## config.mk

```make
export PLATFORM = sky130hd
export DESIGN_NAME = deterministic_primality_test_unit
export DESIGN_NICKNAME = d
export VERILOG_FILES = /design/src/rtl/dpt_pkg.sv /design/src/rtl/deterministic_primality_test_unit.sv /design/src/rtl/dpt_mulmod.sv /design/src/rtl/dpt_datapath.sv /design/src/rtl/dpt_ctrl.sv
export SDC_FILE = /design/constraint.sdc
export NUM_CORES = 2
export LEC_CHECK = 0
export BUFFER_PORTS_ARGS = -buffer_cell sky130_fd_sc_hd__buf_2
export CAP_MARGIN = 20
export CORE_UTILIZATION = 56
export CTS_CLUSTER_SIZE = 20
export DETAILED_ROUTE_END_ITERATION = 16
export HOLD_SLACK_MARGIN = 0.06
export PLACE_DENSITY = 0.75
export SLEW_MARGIN = 10
export SYNTH_ARGS = -nofsm -noshare
export SYNTH_HDL_FRONTEND = slang
export SYNTH_HIERARCHICAL = 1
export SYNTH_SLANG_ARGS = --single-unit
```

## constraint.sdc

```tcl
create_clock -name i_clk -period 5.1 [get_ports i_clk]
set_input_delay 0.255 -clock i_clk [delete_from_list [all_inputs] [get_ports i_clk]]
set_output_delay 0.255 -clock i_clk [all_outputs]
set_load 0.01 [all_outputs]
```

## src/rtl/dpt_pkg.sv

```systemverilog
// Shared types, constants and base tables for the primality test unit.
package dpt_pkg;

    localparam int NumWidthDef = 64;
    localparam int BaseWidth   = 21;

    localparam logic [63:0] Lim0 = 64'd1373653;
    localparam logic [63:0] Lim1 = 64'd9080191;
    localparam logic [63:0] Lim2 = 64'd4759123141;
    localparam logic [63:0] Lim3 = 64'd1122004669633;
    localparam logic [63:0] Lim4 = 64'd2152302898747;
    localparam logic [63:0] Lim5 = 64'd3474749660383;

    typedef enum logic [2:0] {
        BS_0, BS_1, BS_2, BS_3, BS_4, BS_5, BS_6
    } t_bset;

    typedef enum logic [1:0] {
        MS_RP, MS_PP, MS_XX
    } t_msel;

    typedef enum logic [3:0] {
        ST_IDLE, ST_CHECK, ST_MOD3, ST_SPLIT, ST_BASE, ST_POW_CHK, ST_POW_RW,
        ST_POW_SQ, ST_POW_PW, ST_SQ_GO, ST_SQ_W, ST_FINISH
    } t_state;

    typedef struct packed {
        logic  load;
        logic  mod3_init;
        logic  mod3_step;
        logic  split_init;
        logic  split_step;
        logic  base_init;
        logic  mul_go;
        t_msel mul_sel;
        logic  e_shift;
        logic  x_load;
        logic  sq_commit;
        logic  base_next;
        logic  res_we;
        logic  res_val;
    } t_cmd;

    typedef struct packed {
        logic lt2;
        logic le3;
        logic even;
        logic fold_done;
        logic rem_zero;
        logic d_odd;
        logic e_zero;
        logic e_lsb;
        logic mul_done;
        logic y_one;
        logic x_triv;
        logic last_sq;
        logic last_base;
    } t_stat;

    function automatic logic [BaseWidth-1:0] base_val(t_bset set, logic [3:0] idx);
        logic [BaseWidth-1:0] v;
        v = '0;
        case (set)
            BS_0: v = (idx == 4'd0) ? 21'd2 : 21'd3;
            BS_1: v = (idx == 4'd0) ? 21'd31 : 21'd73;
            BS_2: begin
                case (idx)
                    4'd0:    v = 21'd2;
                    4'd1:    v = 21'd7;
                    default: v = 21'd61;
                endcase
            end
            BS_3: begin
                case (idx)
                    4'd0:    v = 21'd2;
                    4'd1:    v = 21'd13;
                    4'd2:    v = 21'd23;
                    default: v = 21'd1662803;
                endcase
            end
            default: begin
                case (idx)
                    4'd0:    v = 21'd2;
                    4'd1:    v = 21'd3;
                    4'd2:    v = 21'd5;
                    4'd3:    v = 21'd7;
                    4'd4:    v = 21'd11;
                    4'd5:    v = 21'd13;
                    4'd6:    v = 21'd17;
                    4'd7:    v = 21'd19;
                    4'd8:    v = 21'd23;
                    4'd9:    v = 21'd29;
                    4'd10:   v = 21'd31;
                    default: v = 21'd37;
                endcase
            end
        endcase
        return v;
    endfunction

    function automatic logic [3:0] base_last(t_bset set);
        logic [3:0] c;
        case (set)
            BS_0:    c = 4'd1;
            BS_1:    c = 4'd1;
            BS_2:    c = 4'd2;
            BS_3:    c = 4'd3;
            BS_4:    c = 4'd4;
            BS_5:    c = 4'd5;
            default: c = 4'd11;
        endcase
        return c;
    endfunction

endpackage

```

## src/rtl/deterministic_primality_test_unit.sv

```systemverilog
// Values below 4 or even are settled in the check state, multiples of three by the
// mod-3 fold. Other candidates run witness rounds, up to 12 bases for a 64-bit value;
// the bit-serial modular multiplier forms each product one multiplier bit per cycle.
// Throughput: one request at a time; busy stays high until the result strobe.
// Synchronous reset clears control only; the result is on o_is_prime in the single
// cycle o_done is high and holds until the next result is written; it cannot be stalled.
module deterministic_primality_test_unit
    import dpt_pkg::*;
#(
    parameter int NUM_WIDTH = NumWidthDef
) (
    input  logic        i_clk,
    input  logic        i_rst_n,
    input  logic        start,
    output logic        busy,
    input  logic [63:0] i_candidate,
    output logic        o_done,
    output logic        o_is_prime
);

    t_cmd  cmd;
    t_stat stat;

    dpt_ctrl u_ctrl (
        .i_clk   (i_clk),
        .i_rst_n (i_rst_n),
        .i_start (start),
        .i_stat  (stat),
        .o_cmd   (cmd),
        .o_busy  (busy),
        .o_done  (o_done)
    );

    dpt_datapath #(.NUM_WIDTH(NUM_WIDTH)) u_dp (
        .i_clk       (i_clk),
        .i_rst_n     (i_rst_n),
        .i_candidate (i_candidate),
        .i_cmd       (cmd),
        .o_stat      (stat),
        .o_is_prime  (o_is_prime)
    );

endmodule

```

## src/rtl/dpt_mulmod.sv

```systemverilog
// Bit-serial modular multiplier: one multiplier bit per cycle.
module dpt_mulmod
    import dpt_pkg::*;
#(
    parameter int NUM_WIDTH = NumWidthDef
) (
    input  logic                 i_clk,
    input  logic                 i_rst_n,
    input  logic                 i_go,
    input  logic [NUM_WIDTH-1:0] i_a,
    input  logic [NUM_WIDTH-1:0] i_b,
    input  logic [NUM_WIDTH-1:0] i_m,
    output logic                 o_done,
    output logic [NUM_WIDTH-1:0] o_res
);

    logic                 r_busy, n_busy;
    logic [NUM_WIDTH-1:0] r_acc, n_acc;
    logic [NUM_WIDTH-1:0] r_add, n_add;
    logic [NUM_WIDTH-1:0] r_mult, n_mult;
    logic [NUM_WIDTH:0]   sum_acc, sum_add;

    assign sum_acc = {1'b0, r_acc} + {1'b0, r_add};
    assign sum_add = {1'b0, r_add} + {1'b0, r_add};
    assign o_done  = r_busy && (r_mult == '0);
    assign o_res   = r_acc;

    always_comb begin
        n_busy = r_busy;
        n_acc  = r_acc;
        n_add  = r_add;
        n_mult = r_mult;
        if (i_go) begin
            n_busy = 1'b1;
            n_acc  = '0;
            n_add  = i_b;
            n_mult = i_a;
        end else if (r_busy) begin
            if (r_mult == '0) begin
                n_busy = 1'b0;
            end else begin
                if (r_mult[0]) begin
                    n_acc = (sum_acc >= {1'b0, i_m}) ? NUM_WIDTH'(sum_acc - {1'b0, i_m})
                                                     : NUM_WIDTH'(sum_acc);
                end
                n_add  = (sum_add >= {1'b0, i_m}) ? NUM_WIDTH'(sum_add - {1'b0, i_m})
                                                  : NUM_WIDTH'(sum_add);
                n_mult = r_mult >> 1;
            end
        end
    end

    always_ff @(posedge i_clk) begin
        if (!i_rst_n) begin
            r_busy <= 1'b0;
        end else begin
            r_busy <= n_busy;
        end
        r_acc  <= n_acc;
        r_add  <= n_add;
        r_mult <= n_mult;
    end

    a_done_ends: assert property (@(posedge i_clk) disable iff (!i_rst_n)
        o_done && !i_go |=> !r_busy) else $error("multiplier stays busy after done");
    a_step_busy: assert property (@(posedge i_clk) disable iff (!i_rst_n)
        r_busy && (r_mult != '0) |=> r_busy) else $error("multiplier stopped early");
    a_acc_range: assert property (@(posedge i_clk) disable iff (!i_rst_n)
        r_busy && !$past(i_go) && $past(r_busy) |-> r_acc < i_m)
        else $error("accumulator out of range");

endmodule

```

## src/rtl/dpt_datapath.sv

```systemverilog
// Datapath: candidate, exponent split, modular power and squaring registers.
module dpt_datapath
    import dpt_pkg::*;
#(
    parameter int NUM_WIDTH = NumWidthDef
) (
    input  logic        i_clk,
    input  logic        i_rst_n,
    input  logic [63:0] i_candidate,
    input  t_cmd        i_cmd,
    output t_stat       o_stat,
    output logic        o_is_prime
);

    localparam int SW = $clog2(NUM_WIDTH) + 1;

    logic [NUM_WIDTH-1:0] r_n, r_d, r_r, r_p, r_e, r_x;
    logic [SW-1:0]        r_s, r_i;
    t_bset                r_set;
    logic [3:0]           r_idx;
    t_msel                r_msel;
    logic                 r_res;

    logic [NUM_WIDTH-1:0] mul_a, mul_b, mul_res;
    logic                 mul_done;
    logic [63:0]          n_ext;
    t_bset                set_sel;
    logic [NUM_WIDTH-1:0] n_fold;

    assign n_ext = 64'(r_n);

    // 2^8 and 2^2 are both 1 mod 3: fold bytes while wide, then bit pairs
    assign n_fold = (r_d[NUM_WIDTH-1:8] != '0) ? (r_d >> 8) + NUM_WIDTH'(r_d[7:0])
                                               : (r_d >> 2) + NUM_WIDTH'(r_d[1:0]);

    always_comb begin
        if (n_ext < Lim0)      set_sel = BS_0;
        else if (n_ext < Lim1) set_sel = BS_1;
        else if (n_ext < Lim2) set_sel = BS_2;
        else if (n_ext < Lim3) set_sel = BS_3;
        else if (n_ext < Lim4) set_sel = BS_4;
        else if (n_ext < Lim5) set_sel = BS_5;
        else                   set_sel = BS_6;
    end

    always_comb begin
        case (i_cmd.mul_sel)
            MS_RP: begin
                mul_a = r_r;
                mul_b = r_p;
            end
            MS_PP: begin
                mul_a = r_p;
                mul_b = r_p;
            end
            default: begin
                mul_a = r_x;
                mul_b = r_x;
            end
        endcase
    end

    dpt_mulmod #(.NUM_WIDTH(NUM_WIDTH)) u_mul (
        .i_clk   (i_clk),
        .i_rst_n (i_rst_n),
        .i_go    (i_cmd.mul_go),
        .i_a     (mul_a),
        .i_b     (mul_b),
        .i_m     (r_n),
        .o_done  (mul_done),
        .o_res   (mul_res)
    );

    always_ff @(posedge i_clk) begin
        if (i_cmd.load) begin
            r_n <= i_candidate[NUM_WIDTH-1:0];
        end
        if (i_cmd.mod3_init) begin
            r_d <= r_n;
        end
        if (i_cmd.mod3_step) begin
            r_d <= n_fold;
        end
        if (i_cmd.split_init) begin
            r_d   <= r_n >> 1;
            r_s   <= SW'(1);
            r_set <= set_sel;
            r_idx <= 4'd0;
        end
        if (i_cmd.split_step) begin
            r_d <= r_d >> 1;
            r_s <= r_s + 1'b1;
        end
        if (i_cmd.base_init) begin
            r_r <= NUM_WIDTH'(1);
            r_p <= {{(NUM_WIDTH-BaseWidth){1'b0}}, base_val(r_set, r_idx)};
            r_e <= r_d;
        end
        if (i_cmd.mul_go) begin
            r_msel <= i_cmd.mul_sel;
        end
        if (mul_done) begin
            case (r_msel)
                MS_RP:   r_r <= mul_res;
                MS_PP:   r_p <= mul_res;
                default: ;
            endcase
        end
        if (i_cmd.e_shift) begin
            r_e <= r_e >> 1;
        end
        if (i_cmd.x_load) begin
            r_x <= r_r;
            r_i <= '0;
        end
        if (i_cmd.sq_commit) begin
            r_x <= mul_res;
            r_i <= r_i + 1'b1;
        end
        if (i_cmd.base_next) begin
            r_idx <= r_idx + 1'b1;
        end
        if (i_cmd.res_we) begin
            r_res <= i_cmd.res_val;
        end
    end

    assign o_stat.lt2       = (r_n < NUM_WIDTH'(2));
    assign o_stat.le3       = (r_n <= NUM_WIDTH'(3));
    assign o_stat.even      = !r_n[0];
    assign o_stat.fold_done = (r_d[NUM_WIDTH-1:2] == '0);
    // a nonzero multiple of three folds down to exactly 3
    assign o_stat.rem_zero  = (r_d[1:0] == 2'd3);
    assign o_stat.d_odd     = r_d[0];
    assign o_stat.e_zero    = (r_e == '0);
    assign o_stat.e_lsb     = r_e[0];
    assign o_stat.mul_done  = mul_done;
    assign o_stat.y_one     = (mul_res == NUM_WIDTH'(1));
    assign o_stat.x_triv    = (r_x == NUM_WIDTH'(1)) || (r_x == r_n - 1'b1);
    assign o_stat.last_sq   = (r_i == r_s - 1'b1);
    assign o_stat.last_base = (r_idx == base_last(r_set));
    assign o_is_prime       = r_res;

endmodule

```

## src/rtl/dpt_ctrl.sv

```systemverilog
// Controller: sequences trial checks, exponent split and witness rounds.
module dpt_ctrl
    import dpt_pkg::*;
(
    input  logic  i_clk,
    input  logic  i_rst_n,
    input  logic  i_start,
    input  t_stat i_stat,
    output t_cmd  o_cmd,
    output logic  o_busy,
    output logic  o_done
);

    t_state r_state, n_state;

    always_ff @(posedge i_clk) begin
        if (!i_rst_n) begin
            r_state <= ST_IDLE;
        end else begin
            r_state <= n_state;
        end
    end

    always_comb begin
        n_state = r_state;
        case (r_state)
            ST_IDLE:    if (i_start) n_state = ST_CHECK;
            ST_CHECK: begin
                if (i_stat.lt2 || i_stat.le3 || i_stat.even) n_state = ST_FINISH;
                else n_state = ST_MOD3;
            end
            ST_MOD3: begin
                if (i_stat.fold_done) n_state = i_stat.rem_zero ? ST_FINISH : ST_SPLIT;
            end
            ST_SPLIT:   if (i_stat.d_odd) n_state = ST_BASE;
            ST_BASE:    n_state = ST_POW_CHK;
            ST_POW_CHK: begin
                if (i_stat.e_zero) n_state = ST_SQ_GO;
                else if (i_stat.e_lsb) n_state = ST_POW_RW;
                else n_state = ST_POW_SQ;
            end
            ST_POW_RW:  if (i_stat.mul_done) n_state = ST_POW_SQ;
            ST_POW_SQ:  n_state = ST_POW_PW;
            ST_POW_PW:  if (i_stat.mul_done) n_state = ST_POW_CHK;
            ST_SQ_GO:   n_state = ST_SQ_W;
            ST_SQ_W: begin
                if (i_stat.mul_done) begin
                    if (i_stat.y_one && !i_stat.x_triv) n_state = ST_FINISH;
                    else if (i_stat.last_sq) begin
                        if (!i_stat.y_one || i_stat.last_base) n_state = ST_FINISH;
                        else n_state = ST_BASE;
                    end else n_state = ST_SQ_GO;
                end
            end
            ST_FINISH:  n_state = ST_IDLE;
            default:    n_state = ST_IDLE;
        endcase
    end

    always_comb begin
        o_cmd         = '0;
        o_cmd.mul_sel = MS_RP;
        o_busy        = (r_state != ST_IDLE);
        o_done        = (r_state == ST_FINISH);
        case (r_state)
            ST_IDLE: o_cmd.load = i_start;
            ST_CHECK: begin
                if (i_stat.lt2) begin
                    o_cmd.res_we = 1'b1;
                end else if (i_stat.le3) begin
                    o_cmd.res_we  = 1'b1;
                    o_cmd.res_val = 1'b1;
                end else if (i_stat.even) begin
                    o_cmd.res_we = 1'b1;
                end else begin
                    o_cmd.mod3_init = 1'b1;
                end
            end
            ST_MOD3: begin
                if (!i_stat.fold_done) o_cmd.mod3_step = 1'b1;
                else if (i_stat.rem_zero) o_cmd.res_we = 1'b1;
                else o_cmd.split_init = 1'b1;
            end
            ST_SPLIT:   o_cmd.split_step = !i_stat.d_odd;
            ST_BASE:    o_cmd.base_init = 1'b1;
            ST_POW_CHK: begin
                if (i_stat.e_zero) o_cmd.x_load = 1'b1;
                else if (i_stat.e_lsb) o_cmd.mul_go = 1'b1;
            end
            ST_POW_SQ: begin
                o_cmd.mul_go  = 1'b1;
                o_cmd.mul_sel = MS_PP;
            end
            ST_POW_PW:  o_cmd.e_shift = i_stat.mul_done;
            ST_SQ_GO: begin
                o_cmd.mul_go  = 1'b1;
                o_cmd.mul_sel = MS_XX;
            end
            ST_SQ_W: begin
                if (i_stat.mul_done) begin
                    if (i_stat.y_one && !i_stat.x_triv) begin
                        o_cmd.res_we = 1'b1;
                    end else if (i_stat.last_sq) begin
                        if (!i_stat.y_one) begin
                            o_cmd.res_we = 1'b1;
                        end else if (i_stat.last_base) begin
                            o_cmd.res_we  = 1'b1;
                            o_cmd.res_val = 1'b1;
                        end else begin
                            o_cmd.base_next = 1'b1;
                        end
                    end else begin
                        o_cmd.sq_commit = 1'b1;
                    end
                end
            end
            default: ;
        endcase
    end

    a_done_busy: assert property (@(posedge i_clk) disable iff (!i_rst_n)
        o_done |-> o_busy) else $error("done outside a request");
    a_done_pulse: assert property (@(posedge i_clk) disable iff (!i_rst_n)
        o_done |=> !o_done) else $error("done longer than one cycle");
    a_take: assert property (@(posedge i_clk) disable iff (!i_rst_n)
        i_start && !o_busy |=> o_busy && !o_done) else $error("request not taken");
    a_result_set: assert property (@(posedge i_clk) disable iff (!i_rst_n)
        o_cmd.res_we |=> o_done) else $error("result written without finishing");

endmodule
```

==> impl_metrics.py <==
metrics = {
    "run_status": {
        "status": "finished, violations left",
        "violations": "negative setup slack",
    },
    "global_route": {
        "grt_overflow": 0,
        "gr-usage-all-layers_pct": 40.3,
        "grt_max_degree": 194,
        "grt_pass1_wl_um": 252000,
        "grt_pass1_vias": 41800,
        "antenna_found_initial": 1,
    },
    "timing": {
        "relSlewSlack_pct": 23.8,
        "rsz0062_at_grt": "yes",
        "finalSetupViolations": 64,
        "final-max-slew-violation-count": 0,
        "fin_skew_ps": 44.5,
        "hold_viol": 0,
        "fin_ws_ps": -514,
        "fin_crit_sh_pct": 110,
        "tightestPinTransition_ps": 1140,
        "tns_ps": -27150,
        "layout_min_cycle_time_ps": 5610,
        "fmax_mhz": 178,
    },
    "power": {
        "p_leak_nw": 21.1,
        "seqPwrFrac_pct": 20.3,
        "clock_power_share_pct": 12.3,
        "power_mw": 42.1,
        "vdd_drop_max_uv": 743,
        "internal_power_mw": 22.8,
        "cellPowerDensity_nw_per_um2": 768,
        "p_comb_share_pct": 67.5,
        "switching_power_mw": 19.3,
        "switching_share_pct": 45.9,
    },
    "yosys": {
        "synth_cells": 5244,
        "synth_top_cell_by_area": "edfxtp_1",
        "seq_area_frac_synth_pct": 36.1,
        "netlist_area_um2": 45200,
        "async_flop_share_pct": 0,
        "synth.most_common_cell": "nand2_1",
        "synth_edf_count": 406,
        "synth_area_per_cell_um2": 8.62,
        "ys_types": 102,
        "synth_flop_cell": "edfxtp_1",
        "synth_top_area_share_pct": 27.0,
        "synth_seq_cells": 611,
        "synth_area_leaders": "edfxtp_1, dfxtp_1, ha_1, nand2_1, o21ai_0",
        "yosysWarnings": 6,
        "synthTopCellsByCount": "nand2_1, o21ai_0, a21oi_1, edfxtp_1, clkbuf_1",
        "syn_nets": 5530,
    },
    "die": {
        "io_pins": 70,
        "rows": 103,
        "die_x_um": 286,
        "die_h_um": 286,
        "core_um2": 79400,
        "die_area_um2": 81800,
        "start_util_pct": 56.9,
    },
    "cts": {
        "clkLatencyLatePin_ps": 640,
        "cts_root_buf": "clkbuf_16",
        "h-tree-depth": 3,
        "ctsLongestPathBuffers": 3,
        "clk_pin_slew_worst_paths_ps": 60,
        "numCtsBuffers": 70,
        "cts_num_sinks": 611,
        "cts_tree": "yes",
    },
    "worst_setup_path": {
        "worstSetupStartpointType": "flop",
        "crit_path_end_kind": "flop",
        "cpMostUsedCell": "buf_4",
        "rrSetupSlack_ps": -510,
        "cp_max_fo": 6,
        "reg2reg_depth": 26,
        "path_class": "reg2reg",
        "crit_slowest_cell": "edfxtp_1",
        "path_buf_inv": 5,
        "cp.required_ps": 5570,
        "critical_path_depth": 26,
        "cp.arrival_ps": 6090,
        "critPathMaxStageDelay_ps": 430,
        "path_delay_family": "compound AO/OA/AOI/OAI gates",
    },
    "drt": {
        "wirelength_um": 171000,
        "avgViaCountPerCell": 6.50,
        "drtAntennaViolNets": 0,
        "vias": 44800,
        "drc": 0,
        "drt_first_iter_violations": 5579,
        "wl_per_cell_um": 24.8,
        "drt-pass1-iter-count": 8,
    },
    "finish": {
        "finalNonFillerCells": 6894,
        "nets": 6073,
        "drive_above_1_share_pct": 21.0,
        "syn_to_final_growth_pct": 21.4,
    },
    "place": {
        "portBuffers": 69,
        "hpwlAfterDp_um": 128000,
        "dp_cells": 6637,
        "place.gp.congestion": 0.998,
    },
    "min_path": {
        "hold_path_class": "in2reg",
        "hold_depth": 4,
    },
    "flow_run": {
        "drv_cap": 0,
    },
}
path summary, 6_finish.rpt:
kind / from / to
setup / recovery: u_dp/u_mul/r_add[0]$_DFFE_PP_ / u_dp/u_mul/o_res[19]$_SDFFE_PP0P_
hold / removal: start / u_ctrl/r_state[0]$_SDFFE_PN0P_
setup reg to reg: u_dp/u_mul/r_add[0]$_DFFE_PP_ / u_dp/u_mul/o_res[19]$_SDFFE_PP0P_
hold reg to reg: u_dp/r_p[32]$_DFF_P_ / u_dp/r_p[32]$_DFF_P_
registers in the layout, summed over array words and instances (netlist names), 4 cells and up, named ones only:
register / flops
u_ctrl/r_state: 4
u_dp/n_ext: 64
u_dp/r_d: 64
u_dp/r_e: 64
u_dp/r_i: 7
u_dp/r_idx: 4
u_dp/r_p: 64
u_dp/r_r: 64
u_dp/r_s: 7
u_dp/r_x: 64
u_dp/u_mul/o_res: 64
u_dp/u_mul/r_add: 64
u_dp/u_mul/r_mult: 64
cell usage in the layout, fill, tap and decap left out, types with 186 or more instances in the layout:
| master | count |
|---|---|
| o21ai_0 | 447 |
| buf_4 | 642 |
| edfxtp_1 | 406 |
| inv_1 | 220 |
| ha_1 | 203 |
| nor2_1 | 273 |
| nand2_1 | 660 |
| a21oi_1 | 392 |
| xnor2_1 | 186 |
| dfxtp_1 | 205 |
repair_timing:
item	4_1_cts	5_1_grt
gates cloned	2	0
resized for setup	58	100
endpoints found under the hold margin	69	0
pin swaps	60	49
hold buffers	65	0
buffers inserted	29	36
endpoints found under the setup margin	64	202
logic make-up after synthesis:
family / share of synthesized area [%]
xor gates and xnor gates: 6.30
and+or+nand+nor: 18.4
muxes: 7.73
adders and majority gates: 6.17
DFF: 36.1
buffers and inverters: 5.03
AOI/OAI and AO/OA: 20.3
stage by stage:
| stage | setup slack (ps) | area (um^2) | hold slack (ps) | util (%) |
|---|---|---|---|---|
| after CTS | -361 | 54100 | 123 | 68.1 |
| after detailed placement | -718 | 50500 | 433 | 63.7 |
| final | -514 | 54800 | 150 | 69.1 |
| after global routing | -712 | 54800 | 153 | 69.1 |
| after global placement | -514 | 50500 | 431 | 63.7 |
| after floorplan | -142 | 45200 | 354 | - |
area by class of cell:
cell class,count,area [um^2]
clock inverters,28,303
diodes,3,7.51
fillers,6259,24600
flip-flops and latches,611,16300
repair buffers,823,6590
well taps,1050,1310
inverters,227,856
clock buffers,98,2030
multi-input cells,4054,27400
worst reg2reg max path, cell delays in order, from the launching register on:
cell and delay [ps]:
edfxtp_1 430, ha_4 200, fa_2 350, a211oi_2 230, o211ai_1 260, buf_4 230
a21oi_4 130, o31ai_1 90, buf_4 170, a211oi_4 230, buf_4 160, o31a_1 240
o21ai_4 110, a2111oi_4 350, o21bai_1 140, nor2b_4 160, ha_4 180, a211oi_2 270
nand3_1 150, a31oi_1 230, o221ai_2 130, o21bai_4 210, a31o_4 290, buf_12 170
buf_12 140, mux2i_2 170, o22ai_1 90
metal layers:
metal	GRT usage, %	vias to the layer above	wire length [um]
met5	0	-	0
met4	22.9	0	11100
met3	9.17	485	19900
met2	58.8	2633	71500
met1	54.8	21300	68400
li1	-	20400	-
power by group through the flow:
stage	Clock [mW]	Combinational, mW	Sequential, mW
after floorplan	0	15.8	7.95
after global placement	0	25.1	8.50
after detailed placement	0	25.3	8.53
after CTS	5.18	26.7	8.45
after global routing	5.37	30.4	8.60
final	5.17	28.4	8.53
(Power assumes the default switching activity.)
